--- src/hdl/ersof_pkg.sv ---
`timescale 1ns / 1ps
`default_nettype none

package ersof_pkg;

  // Fixed formats of the block.
  localparam int TIME_BITS = 48;
  localparam int FRAC_BITS = 16;
  localparam int MIN_W     = 16;
  localparam int GS_W      = 8;
  localparam int CUT_W     = 24;
  localparam int RATE_W    = 40;
  localparam int TOTAL_W   = 32;
  localparam int IDX_W     = 2;
  localparam int CFG_W     = 24;

  // Shared divider: 64-bit dividend, 48-bit divisor, one quotient bit per cycle.
  localparam int DIV_W     = 64;
  localparam int DVS_W     = 48;
  localparam int DIV_CNT_W = 6;

  localparam logic [MIN_W-1:0]     MIN_RST   = 16'd1000;
  localparam logic [GS_W-1:0]      GS_RST    = 8'd5;
  localparam logic [CUT_W-1:0]     CUT_RST   = 24'd655;
  localparam logic [TIME_BITS-1:0] PREV_RST  = 48'd1000;
  localparam logic [19:0]          US_PER_S  = 20'd1000000;
  localparam logic [16:0]          DAMP_Q16  = 17'd92668;
  localparam logic [38:0]          STEP_CAP  = '1;
  localparam logic [RATE_W-1:0]    RAW_MAX   = '1;
  localparam logic [RATE_W-1:0]    FILT_MAX  = 40'h7F_FFFF_FFFF;
  localparam logic [RATE_W-1:0]    FILT_MIN  = 40'h80_0000_0000;

  // Division by one million as a shift by 6 and a division by 15625, the latter
  // done by a reciprocal multiply with one correction step.
  localparam logic [13:0]          US_ODD    = 14'd15625;
  localparam logic [23:0]          ALPHA_RCP = 24'd8796093;
  localparam logic [62:0]          ALPHA_SAT = 63'd8388608000000;

  typedef enum logic [IDX_W-1:0] {
    REG_MIN_INTERVAL = 2'd0,
    REG_GROUP_SIZE   = 2'd1,
    REG_CUTOFF       = 2'd2
  } cfg_reg_t;

  typedef enum logic [4:0] {
    OP_NONE,
    OP_LOAD,
    OP_EDGE,
    OP_DIV_RATE,
    OP_ALPHA_MUL,
    OP_ALPHA_EST,
    OP_ALPHA_FIX,
    OP_DEN_MUL,
    OP_DEN_SUM,
    OP_DIV_RATIO,
    OP_DIV_G0,
    OP_DIV_G1,
    OP_DIV_G2,
    OP_MAC0,
    OP_MAC1,
    OP_MAC2,
    OP_FINISH
  } dp_op_t;

  typedef enum logic [4:0] {
    ST_IDLE,
    ST_EDGE,
    ST_RATE,
    ST_ALPHA_MUL,
    ST_ALPHA_EST,
    ST_ALPHA_FIX,
    ST_DEN_MUL,
    ST_DEN_SUM,
    ST_RATIO,
    ST_G0,
    ST_G1,
    ST_G2,
    ST_DIV_WAIT,
    ST_MAC0,
    ST_MAC1,
    ST_MAC2,
    ST_EMIT
  } ctrl_state_t;

  typedef struct packed {
    dp_op_t op;
    logic   div_start;
  } ersof_cmd_t;

  typedef struct packed {
    logic group_done;
    logic div_done;
  } ersof_stat_t;

endpackage

`default_nettype wire

--- src/hdl/ersof_ctrl.sv ---
`timescale 1ns / 1ps
`default_nettype none

module ersof_ctrl import ersof_pkg::*; (
  input  wire logic        clk,
  input  wire logic        rst_n,
  input  wire logic        in_valid,
  output logic             in_ready,
  output logic             out_valid,
  input  wire logic        out_ready,
  output ersof_cmd_t       cmd,
  input  wire ersof_stat_t st
);

  ctrl_state_t state_r, state_nxt;
  ctrl_state_t ret_r, ret_nxt;
  logic        out_valid_r, out_valid_nxt;

  always_ff @(posedge clk) begin
    if (!rst_n) begin
      state_r     <= ST_IDLE;
      ret_r       <= ST_IDLE;
      out_valid_r <= 1'b0;
    end else begin
      state_r     <= state_nxt;
      ret_r       <= ret_nxt;
      out_valid_r <= out_valid_nxt;
    end
  end

  always_comb begin
    state_nxt     = state_r;
    ret_nxt       = ret_r;
    out_valid_nxt = out_valid_r;
    cmd.op        = OP_NONE;
    cmd.div_start = 1'b0;
    in_ready      = 1'b0;
    if (out_valid_r && out_ready) begin
      out_valid_nxt = 1'b0;
    end
    case (state_r)
      ST_IDLE: begin
        in_ready = 1'b1;
        if (in_valid) begin
          cmd.op    = OP_LOAD;
          state_nxt = ST_EDGE;
        end
      end
      ST_EDGE: begin
        cmd.op    = OP_EDGE;
        state_nxt = st.group_done ? ST_RATE : ST_IDLE;
      end
      ST_RATE: begin
        cmd.op        = OP_DIV_RATE;
        cmd.div_start = 1'b1;
        ret_nxt       = ST_ALPHA_MUL;
        state_nxt     = ST_DIV_WAIT;
      end
      ST_ALPHA_MUL: begin
        cmd.op    = OP_ALPHA_MUL;
        state_nxt = ST_ALPHA_EST;
      end
      ST_ALPHA_EST: begin
        cmd.op    = OP_ALPHA_EST;
        state_nxt = ST_ALPHA_FIX;
      end
      ST_ALPHA_FIX: begin
        cmd.op    = OP_ALPHA_FIX;
        state_nxt = ST_DEN_MUL;
      end
      ST_DEN_MUL: begin
        cmd.op    = OP_DEN_MUL;
        state_nxt = ST_DEN_SUM;
      end
      ST_DEN_SUM: begin
        cmd.op    = OP_DEN_SUM;
        state_nxt = ST_RATIO;
      end
      ST_RATIO: begin
        cmd.op        = OP_DIV_RATIO;
        cmd.div_start = 1'b1;
        ret_nxt       = ST_G0;
        state_nxt     = ST_DIV_WAIT;
      end
      ST_G0: begin
        cmd.op        = OP_DIV_G0;
        cmd.div_start = 1'b1;
        ret_nxt       = ST_G1;
        state_nxt     = ST_DIV_WAIT;
      end
      ST_G1: begin
        cmd.op        = OP_DIV_G1;
        cmd.div_start = 1'b1;
        ret_nxt       = ST_G2;
        state_nxt     = ST_DIV_WAIT;
      end
      ST_G2: begin
        cmd.op        = OP_DIV_G2;
        cmd.div_start = 1'b1;
        ret_nxt       = ST_MAC0;
        state_nxt     = ST_DIV_WAIT;
      end
      ST_DIV_WAIT: begin
        if (st.div_done) begin
          state_nxt = ret_r;
        end
      end
      ST_MAC0: begin
        cmd.op    = OP_MAC0;
        state_nxt = ST_MAC1;
      end
      ST_MAC1: begin
        cmd.op    = OP_MAC1;
        state_nxt = ST_MAC2;
      end
      ST_MAC2: begin
        cmd.op    = OP_MAC2;
        state_nxt = ST_EMIT;
      end
      ST_EMIT: begin
        if (!out_valid_r || out_ready) begin
          cmd.op        = OP_FINISH;
          out_valid_nxt = 1'b1;
          state_nxt     = ST_IDLE;
        end
      end
      default: state_nxt = ST_IDLE;
    endcase
  end

  assign out_valid = out_valid_r;

`ifndef SYNTHESIS
  a_finish_slot_free: assert property (@(posedge clk) disable iff (!rst_n)
    (cmd.op == OP_FINISH) |-> (!out_valid_r || out_ready))
    else $error("result register overwritten before transfer");

  a_div_done_waits: assert property (@(posedge clk) disable iff (!rst_n)
    st.div_done |-> (state_r == ST_DIV_WAIT))
    else $error("divider finished while controller not waiting");

  a_load_then_edge: assert property (@(posedge clk) disable iff (!rst_n)
    (in_valid && in_ready) |=> (state_r == ST_EDGE))
    else $error("accepted edge not evaluated next cycle");
`endif

endmodule

`default_nettype wire
--- config.mk ---
export PLATFORM = sky130hd
export DESIGN_NAME = ersof_ctrl
export DESIGN_NICKNAME = d
export VERILOG_FILES = /design/src/hdl/ersof_pkg.sv /design/src/hdl/ersof_ctrl.sv
export SDC_FILE = /design/constraint.sdc
export NUM_CORES = 1
export LEC_CHECK = 0
export ABC_AREA = 0
export BUFFER_PORTS_ARGS = -buffer_cell sky130_fd_sc_hd__buf_4
export CORE_MARGIN = 4
export CORE_UTILIZATION = 47
export DETAILED_ROUTE_END_ITERATION = 10
export GPL_TIMING_DRIVEN = 0
export PLACE_DENSITY_LB_ADDON = 0.2
export SLEW_MARGIN = 20
export SYNTH_ARGS = -nofsm -noshare
export SYNTH_HDL_FRONTEND = slang
export SYNTH_SLANG_ARGS = --single-unit
--- constraint.sdc ---
create_clock -name clk -period 1.3 [get_ports clk]
set_clock_uncertainty 0.1 [all_clocks]
set_input_delay 0.065 -clock clk [delete_from_list [all_inputs] [get_ports clk]]
set_output_delay 0.065 -clock clk [all_outputs]
set_load 0.02 [all_outputs]
# After elaboration in Yosys (flattened, before gate mapping)
# Index checks and enable logic that the tools add are counted.
# word_totals
ff_bits	11
out_inout_bits	8
word_cells	43
# op_classes
eq_ne	19
muxes	14
n_reduce_logical	7
# ops
operator	n
5-bit one-hot mux with 16 select lines	1
5-bit one-hot mux with 13 select lines	1
5-bit by 4-bit equality test with 1-bit output, second input constant	8
5-bit one-hot mux with 5 select lines	1
5-bit by 3-bit equality test with 1-bit output, second input constant	4
5-bit 2-to-1 mux	4
5-bit by 2-bit equality test with 1-bit output, second input constant	2
1-bit 2-to-1 mux	6
2-bit != test, second input constant	3
5-bit by 1-bit equality test with 1-bit output, second input constant	1
5-bit equality test, second input constant	1
5-bit logical NOT	1
5-bit nonzero test	1
5-bit OR reduction	1
3-bit AND reduction	1
2-bit 2-to-1 mux	1
1-bit logical AND	1
1-bit logical NOT	1
1-bit logical OR	1

# Logic depth before layout (Yosys ltp)
# Gate-level depths: netlist of the first run.
# depth
depth_word	4
depth_mapped	5
depth_no_buf	3

# Worst setup path before layout of the first run
# OpenSTA, ideal clock, no wires.
# synth_path
kind	register -> output
startpoint	register state_r[2]
endpoint	output cmd[1] (netlist name)
arrival_ns	1.298
t_required_ns	1.135
path_slack_ns	-0.163
stages_incl_launch_ff	4
n_path_buf	1
path_cell_list	dfxtp_1 > buf_6 > or3_1 > a221oi_2
# synth_lines
item	line	source
start, declared	ersof_ctrl.sv:15	ctrl_state_t state_r, state_nxt;
start signal, assigned	ersof_ctrl.sv:25	state_r <= state_nxt;
end, declared	ersof_ctrl.sv:11	output ersof_cmd_t cmd,

==> run metrics, run 1 <==
sequential standard cell area=around 210 µm²; growth of design area from synthesis to finish=65.2%; Post-Synth Adder-Cell Area=0%; antenna violations before repair=0; fin nets=127; count of flip-flops with a built-in enable after synthesis=0; async set-reset flop share out of synthesis=0%; cell count after placement=between 100 and 150; unrepaired setup endpoints after global routing=true; hold path depth=4; Maximum Capacitance Violations=0; number of antenna-violating nets in the routed design=0; die area=2250 µm²; worst path required time=around 1.1 ns; start point of the worst hold path=out_ready; y dimension of the die=between 40 and 50 µm; final-report setup violation count=13; number of standard cells in the layout, taps in and fillers out=135; DRC violation count after routing=0; share of cell area taken by muxes after synthesis=0%; Filler Cells Inserted=64; library cell with the largest summed area after synthesis=dfxtp_1; core box area=around 1400 µm²; share of post-route cells with drive strength above 1=57.5%; proportion of netlist area held by the largest area contributor=27.4%; number of buffers created by CTS=3; detailed placer's ending HPWL=1.23 mm; top-level port count=14; count of different cell masters after synthesis=41; element type at the critical path start=flip-flop; minimum setup slack in the final design=-0.385 ns; critical path endpoint category=primary output; maximum fanout encountered on the critical timing path=6; wire length of the first global-routing pass=3.89 mm; fin area=about 1200 µm²; Post-Syn Area per Cell=8.70 µm²; Tightest Pin Transition=0.344 ns; number of global-route vias before repair=~820; WS Path Type=reg -> out; count of standard-cell rows=13; pre-CTS setup slack=-0.246 ns; post-CTS clock slew at the launch and capture registers of the worst setup and hold paths=~0.070 ns; cells taking the most area after synthesis=dfxtp_1, buf_6, nand2b_4; synthesized-area fraction occupied by xor and xnor cells=between 1 and 1.5%; IO Port Bufs=13; iteration-0 DRC count of the detailed router=23; maximum achievable frequency=593 MHz; total standard cell area after synthesis=731 µm²; number of storage elements in the synthesis netlist=10; antenna cells=0; Hold Crit Endpoint=state_r[4]; outcome=finished, violations left; post-synthesis share of cell area spent on and, or, nand and nor gates=33.2%; area used by multi-input combinational logic=about 580 µm²; top flip-flop cell by instance count after synthesis=dfxtp_1; Clock Latency Late Sink=0.27 ns; endpoint arrival time on the critical path=1.52 ns; global router's overall resource usage=24.8%; register area share after synthesis=27.4%; Post-Syn Nets=90; dominant combinational cell family by area after synthesis=simple AND/OR/NAND/NOR gates; total number of clock tree sinks=10; clock tree from TritonCTS=built; HP Class=in -> reg; post-route setup TNS=-2.61 ns; most used routing layer=met2; met2 global-route usage=40.4%; Final Max Tran Viols=0; Max Root-Sink Buffers=2; GP Congestion=0.839; violated checks=setup timing; drt pass-1 iters=4; final wirelength=about 2.6 mm; logic depth of the worst register-to-register path=7; worst slew margin relative to its limit=76.9%; Tmin final=1.69 ns; initial core utilization=52.9%; Power Dens Cells=1040 nW/µm²; largest net degree at the start of global routing=11; hold violation total from the final report=0; worst ir drop on vdd=824 µV; Register-to-Register Setup Slack=-0.20 ns; vias=between 800 and 900; met1 usage=30.9%; Root Buffer=clkbuf_4; capture point of the worst reg-to-reg path=state_r[0]; Congestion Overflow GR=0; cell with the most instances after synthesis=dfxtp_1; met3 Usage GRT=4.51%; vias per std cell=around 6.3; worst reg2reg path startpoint=state_r[3]; total of warnings raised by yosys=0; top cell types by occurrence after synthesis=dfxtp_1, a21oi_1, nand2_1, o21ai_0; post-place instance area=between 800 and 900 µm²; number of standard cells after synthesis=84; Die W=47.4 µm; post-DR wirelength/cell=19.1 µm; fraction of the cycle the final worst path needs=130%; leakage power figure=between 0.5 and 0.6 nW; total number of H-tree levels=1; worst setup path startpoint=state_r[3]; compound-gate portion of the synthesized area=28.1%
[layout make-up]
class,instances,share of cell area [%]
multi-input cells,64,47.7
well taps,15,1.55
plain buffers,7,6.22
repair buffers,32,23.2
inverters,3,0.933
clock buffers,4,3.01
flip-flops and latches,10,17.4
[timing repair]
item,4_1_cts,5_1_grt
setup buffers,12,7
gates resized for setup,32,12
endpoints found under the hold margin,2,0
hold buffers,1,0
pin swaps,7,6
endpoints found under the setup margin,16,15
[routing by layer]
| layer | part of all wire [%] | wire length, µm |
|---|---|---|
| met1 | 39 | 1010 |
| met2 | 49 | 1270 |
| met3 | 6.8 | 174 |
| met4 | 4.3 | 112 |
| met5 | 0 | 0 |
[power breakdown]
group	internal (mW)	total (mW)	switching [mW]
sequential	0.330	0.345	0.0159
combinational	0.325	0.617	0.292
clock	0.170	0.292	0.122
[through the flow]
step / utilization [%] / hold WS (ns) / power, mW
after floorplan: - / 0.0908 / 0.641
after global placement: 63.2 / 0.266 / 0.743
after detailed placement: 63.2 / 0.268 / 0.751
after CTS: 81.2 / 0.0192 / 1.17
after global routing: 87.3 / 0.0414 / 1.32
final: 87.3 / 0.0171 / 1.25
[how the worst max path moves through the flow]
stage	to	slack (ns)	cells after the start
global route	cmd[1]	-0.46	5
floorplan	cmd[1]	-0.13	3
CTS	cmd[1]	-0.35	4
global placement	cmd[1]	-0.24	4
finish	cmd[1]	-0.39	5
detailed placement	cmd[1]	-0.25	4
[worst max-delay path, cell delays in order (launching register included)]
cell	delay, ns
dfxtp_2	0.32
buf_6	0.12
nor3_1	0.07
or3_4	0.34
a221oi_4	0.24
buf_6	0.15
[cell families (layout without fill, tap and decap cells)]
logic type      Yosys count  in the layout
simple gates             36             36
compound gates           27             27
flops                    10             10
buf+inv                  10             46
xor+xnor                  1              1
[state kept, by name, indices dropped and copies added, names as in the netlist]
register / flops
out_valid: 1
ret_r: 4
state_r: 5
[placed cells by master (no fill, tap or decap), types with 2 or more instances in the layout]
master     n
nand2_1    5
a21oi_1    4
nor2b_1    3
nor4b_4    2
a21boi_1   2
nand2b_4   2
buf_4     24
o21ai_0    4
inv_1      2
and2b_1    3
nor2_2     2
dfxtp_4    2
dfxtp_2    2
clkbuf_4   3
buf_8      2
buf_6     12
or2_4      2
nand2b_1   3
dfxtp_1    6
(Power assumes the default switching activity.)
==> inputs of run 2 (changes only) <==
--- a/config.mk
+++ b/config.mk
@@ -9,2 +9,3 @@
 export BUFFER_PORTS_ARGS = -buffer_cell sky130_fd_sc_hd__buf_4
+export CAP_MARGIN = 20
 export CORE_MARGIN = 4
==> constraint.sdc (replaced) <==
create_clock -name clk -period 1.3 [get_ports clk]
set_clock_uncertainty 0.1 [all_clocks]
set_input_delay 0.26 -clock clk [delete_from_list [all_inputs] [get_ports clk]]
set_output_delay 0.26 -clock clk [all_outputs]
set_load 0.02 [all_outputs]
==> run 2 against run 1 <==
The run still ends with setup timing left. Clock power about the same. Largest power group unchanged. Critical endpoint unchanged. Routed wire length increased by 1.7%. Via count increased by 0.36%.
==> run metrics, run 2 (synthesis gave the netlist of run 1 again) <==
minimum setup slack in the final design=-0.611 ns; total number of clock tree sinks=10; critical path's largest stage delay=between 0.3 and 0.4 ns; post-place instance area=a little under 900 µm²; Tightest Pin Transition=0.356 ns; final-report setup violation count=15; IO Port Bufs=13; share of post-route cells with drive strength above 1=60.9%; Power Dens Cells=1040 nW/µm²; Root Buffer=clkbuf_4; Final Max Tran Viols=0; DRC violation count after routing=0; Maximum Capacitance Violations=0; cell family contributing the most delay on the critical path=flip-flops; post-route setup TNS=-4.74 ns; CP bufs+invs=2; global router's overall resource usage=between 20 and 25%; Congestion Overflow GR=0; commonest non-fill, non-tap cells in the layout=buf_4, buf_6, dfxtp_1; fin nets=122; drt pass-1 iters=4; number of standard cells in the layout, taps in and fillers out=130; growth of design area from synthesis to finish=70.4%; number of global-route vias before repair=735; endpoint arrival time on the critical path=between 1.5 and 2 ns; WS Path Type=reg -> out; wire length of the first global-routing pass=3.20 mm; GP Congestion=0.821; crit path cell chain=buf_6 -> or3_4 -> a221oi_4 -> buf_6; vias per std cell=6.52; violated checks=setup timing; antenna violations before repair=0; sequential standard cell area=213 µm²; maximum fanout encountered on the critical timing path=5; HP Class=in -> reg; initial core utilization=52.9%; area used by multi-input combinational logic=623 µm²; critical path endpoint category=primary output; hold violation total from the final report=0; clock tree from TritonCTS=built; utilization after layout=90.0%; iteration-0 DRC count of the detailed router=22; worst path required time=~0.94 ns; number of antenna-violating nets in the routed design=0; final wirelength=approximately 2.6 mm; Tmin final=roughly 1.9 ns; antenna cells=0; maximum achievable frequency=523 MHz; cell type of the slowest stage on the worst timing path=dfxtp_4; element type at the critical path start=flip-flop; cell seen most often among critical-path stages=buf_6; leakage power figure=0.509 nW; fin area=roughly 1200 µm²; count of standard-cell rows=13; total power of the final layout=roughly 1.3 mW; largest net degree at the start of global routing=11; post-CTS clock slew at the launch and capture registers of the worst setup and hold paths=0.07 ns; die area=2250 µm²; number of flip-flops under the largest register name=5; Max Root-Sink Buffers=2; commonest non-fill, non-tap cell in the layout=buf_4; worst ir drop on vdd=932 µV; post-DR wirelength/cell=20.1 µm; worst slew margin relative to its limit=between 70% and 80%; Die W=47.4 µm; vias=approximately 850; number of buffers created by CTS=3; outcome=finished, violations left; unrepaired setup endpoints after global routing=true; Filler Cells Inserted=59; register ranked first by flip-flop count=state_r; fraction of the cycle the final worst path needs=147%; cell count after placement=~110; core box area=around 1400 µm²; top-level port count=14; total number of H-tree levels=1; Clock Latency Late Sink=approximately 0.27 ns; count of hold buffers inserted by post-cts repair=0; detailed placer's ending HPWL=1.23 mm; y dimension of the die=47.4 µm
[run 2: cell count changes in the layout (fill, tap and decap cells not counted), sizes merged]
| cell | before | now |
|---|---|---|
| buf | 38 | 34 |
| dlygate4sd3 | 1 | 0 |
[run 2: final timing paths]
check              from         end  slack (ns)  cells past startpoint
max          state_r[2]      cmd[1]       -0.61                      4
min               rst_n  state_r[2]        0.17                      2
max reg2reg  state_r[3]  state_r[0]       -0.33                      6
min reg2reg    ret_r[1]    ret_r[1]        0.39                      2
[run 2: through the flow]
step                worst slack, ns  hold slack, ns
floorplan                    -0.233           0.278
global placement             -0.309           0.359
detailed placement           -0.326           0.366
CTS                          -0.570           0.167
global route                 -0.654           0.159
finish                       -0.611           0.170
[run 2: area by class of cell]
type | count | area share, %
clock buffer | 4 | 2.91
tap | 15 | 1.51
buffer | 6 | 6.43
sequential | 10 | 17.1
multi-input combinational | 64 | 50.1
timing repair buffer | 28 | 20.9
inverter | 3 | 1.11
[run 2: timing repair]
item / in CTS / in global routing
hold endpoints to repair: 0 / 0
pin swaps: 4 / 6
resized for setup: 22 / 28
setup buffers: 8 / 7
gates cloned: 0 / 0
endpoints found under the setup margin: 14 / 17
[run 2: metal layers]
| layer | global-route usage (%) | vias up | share of wire, % |
|---|---|---|---|
| met5 | 0 | - | 0 |
| met4 | 13.3 | 0 | 4.3 |
| met3 | 3.38 | 15 | 4.9 |
| met2 | 34.2 | 42 | 51 |
| met1 | 24.4 | 420 | 40 |
| li1 | - | 371 | - |
[run 2: power by group]
| part | switching (mW) | internal [mW] |
|---|---|---|
| sequential | 0.0227 | 0.329 |
| combinational | 0.307 | 0.346 |
| clock | 0.121 | 0.170 |
| total | 0.451 | 0.845 |
==> inputs of run 3 (changes only) <==
Settings changed: PLACE_DENSITY from default to 0.72, PLACE_DENSITY_LB_ADDON 0.2 to default, SKIP_LAST_GASP from default to 1.
==> run 3 against run 2 <==
Cell area grew 6.4%. Utilization grew 5.8 points. Final cell count grew 10%. The run still ends with setup timing left. Largest power group unchanged. Clock power grew 6%. Power grew 3.4%. Sequential power grew 5%. Flip-flop and latch count is the same. Worst hold slack lost 0.0032 ns. Clock-buffer cell count is the same. Via count grew 15%. Combinational power grew 1%. Die area is the same.
==> run metrics, run 3 (synthesis gave the netlist of run 1 again) <==
growth of design area from synthesis to finish=81.3%; antenna cells=0; iteration-0 DRC count of the detailed router=86; number of antenna-violating nets in the routed design=0; Congestion Overflow GR=0; Tmin final=about 2.0 ns; drt pass-1 iters=5; number of flip-flops under the largest register name=5; vias=between 900 and 1000; top-level port count=14; post-CTS clock slew at the launch and capture registers of the worst setup and hold paths=0.08 ns; utilization after layout=a little over nine tenths; Final Max Tran Viols=0; critical path endpoint category=primary output; hold violation total from the final report=0; number of global-route vias before repair=742; element type at the critical path start=flip-flop; critical path's largest stage delay=0.43 ns; count of standard-cell rows=13; Maximum Capacitance Violations=0; maximum fanout encountered on the critical timing path=5; y dimension of the die=47.4 µm; number of standard cells in the layout, taps in and fillers out=~140; pre-CTS setup slack=-0.313 ns; worst path required time=0.94 ns; WS Path Type=reg -> out; post-DR wirelength/cell=between 20 and 30 µm; core box area=1380 µm²; number of buffers created by CTS=3; fraction of the cycle the final worst path needs=154%; Root Buffer=clkbuf_4; Power Dens Cells=1010 nW/µm²; commonest non-fill, non-tap cells in the layout=buf_4, buf_6, dfxtp_1; final wirelength=3.63 mm; detailed placer's ending HPWL=between 1 and 1.5 mm; final-report setup violation count=17; clock tree from TritonCTS=built; Tightest Pin Transition=0.444 ns; IO Port Bufs=13; last element of the critical path=cmd[5]; outcome=finished, violations left; CP bufs+invs=2; cell type of the slowest stage on the worst timing path=nor4_2; antenna violations before repair=0; Register-to-Register Setup Slack=-0.35 ns; register ranked first by flip-flop count=state_r; commonest non-fill, non-tap cell in the layout=buf_4; worst ir drop on vdd=819 µV; logic depth of the worst register-to-register path=5; total number of H-tree levels=1; fin area=1330 µm²; count of hold buffers inserted by post-cts repair=0; die area=about 2200 µm²; maximum achievable frequency=500 MHz; Crit path depth=5; worst setup path startpoint=state_r[3]; Filler Cells Inserted=31; total number of clock tree sinks=10; endpoint arrival time on the critical path=~1.6 ns; post-place instance area=888 µm²; crit path cell chain=buf_6 -> nor4_2 -> nand2_1 -> nor2_2 -> buf_4; GP Congestion=0.757; largest net degree at the start of global routing=11; global router's overall resource usage=21.4%; initial core utilization=52.9%; wire length of the first global-routing pass=3.42 mm; cell family contributing the most delay on the critical path=simple AND/OR/NAND/NOR gates; minimum setup slack in the final design=-0.699 ns; Die W=47.4 µm; Clock Latency Late Sink=0.28 ns; fin nets=135; leakage power figure=0.584 nW; capture point of the worst reg-to-reg path=state_r[2]; violated checks=setup timing; cell count after placement=112; unrepaired setup endpoints after global routing=true; worst reg2reg path startpoint=state_r[2]; share of post-route cells with drive strength above 1=67.2%; worst slew margin relative to its limit=70.3%; Max Root-Sink Buffers=2; HP Class=in -> reg; DRC violation count after routing=0; vias per std cell=6.85
-- run 3: final cells by class --
cell class | instances | area, µm² | share of cell area [%]
Multi-Input combinational cell | 64 | 608 | 45.9
Inverter | 3 | 11.3 | 0.850
Timing Repair Buffer | 41 | 369 | 27.9
Clock buffer | 4 | 36.3 | 2.74
Tap cell | 15 | 18.8 | 1.42
Buffer | 6 | 67.6 | 5.10
Sequential cell | 10 | 214 | 16.1
-- run 3: worst min path at each step --
stage	to	from	slack (ns)	cells past startpoint
floorplan	state_r[2]	rst_n	0.28	1
global placement	ret_r[1]	ret_r[1]	0.36	2
detailed placement	ret_r[1]	ret_r[1]	0.37	2
CTS	state_r[2]	rst_n	0.16	2
global route	ret_r[0]	rst_n	0.18	2
finish	state_r[3]	rst_n	0.17	2
-- run 3: repair_timing --
item / in CTS / in global routing
pin swaps: 8 / 14
resized for setup: 22 / 31
setup endpoints to repair: 15 / 16
buffers inserted: 14 / 14
cloned: 0 / 1
-- run 3: power breakdown --
part           internal [mW]  switching (mW)  leakage [nW]  total [mW]
combinational          0.344           0.318         0.478       0.662
sequential             0.331          0.0370        0.0843       0.368
clock                  0.170           0.138        0.0210       0.309
total                  0.846           0.493         0.584        1.34
-- run 3: routing by layer --
layer	part of all wire [%]	vias to the layer above	GRT usage (%)
met5	0	-	0
met4	5.0	0	6.63
met3	11	33	3.38
met2	49	94	34.8
met1	35	456	29.1
li1	-	396	-
-- run 3: stage by stage --
step | power [mW] | hold slack, ns | TNS (ns)
after floorplan | 0.649 | 0.278 | -0.874
after global placement | 0.754 | 0.357 | -1.73
after detailed placement | 0.756 | 0.371 | -1.87
after CTS | 1.15 | 0.165 | -3.86
after global routing | 1.39 | 0.178 | -7.28
final | 1.34 | 0.167 | -6.33
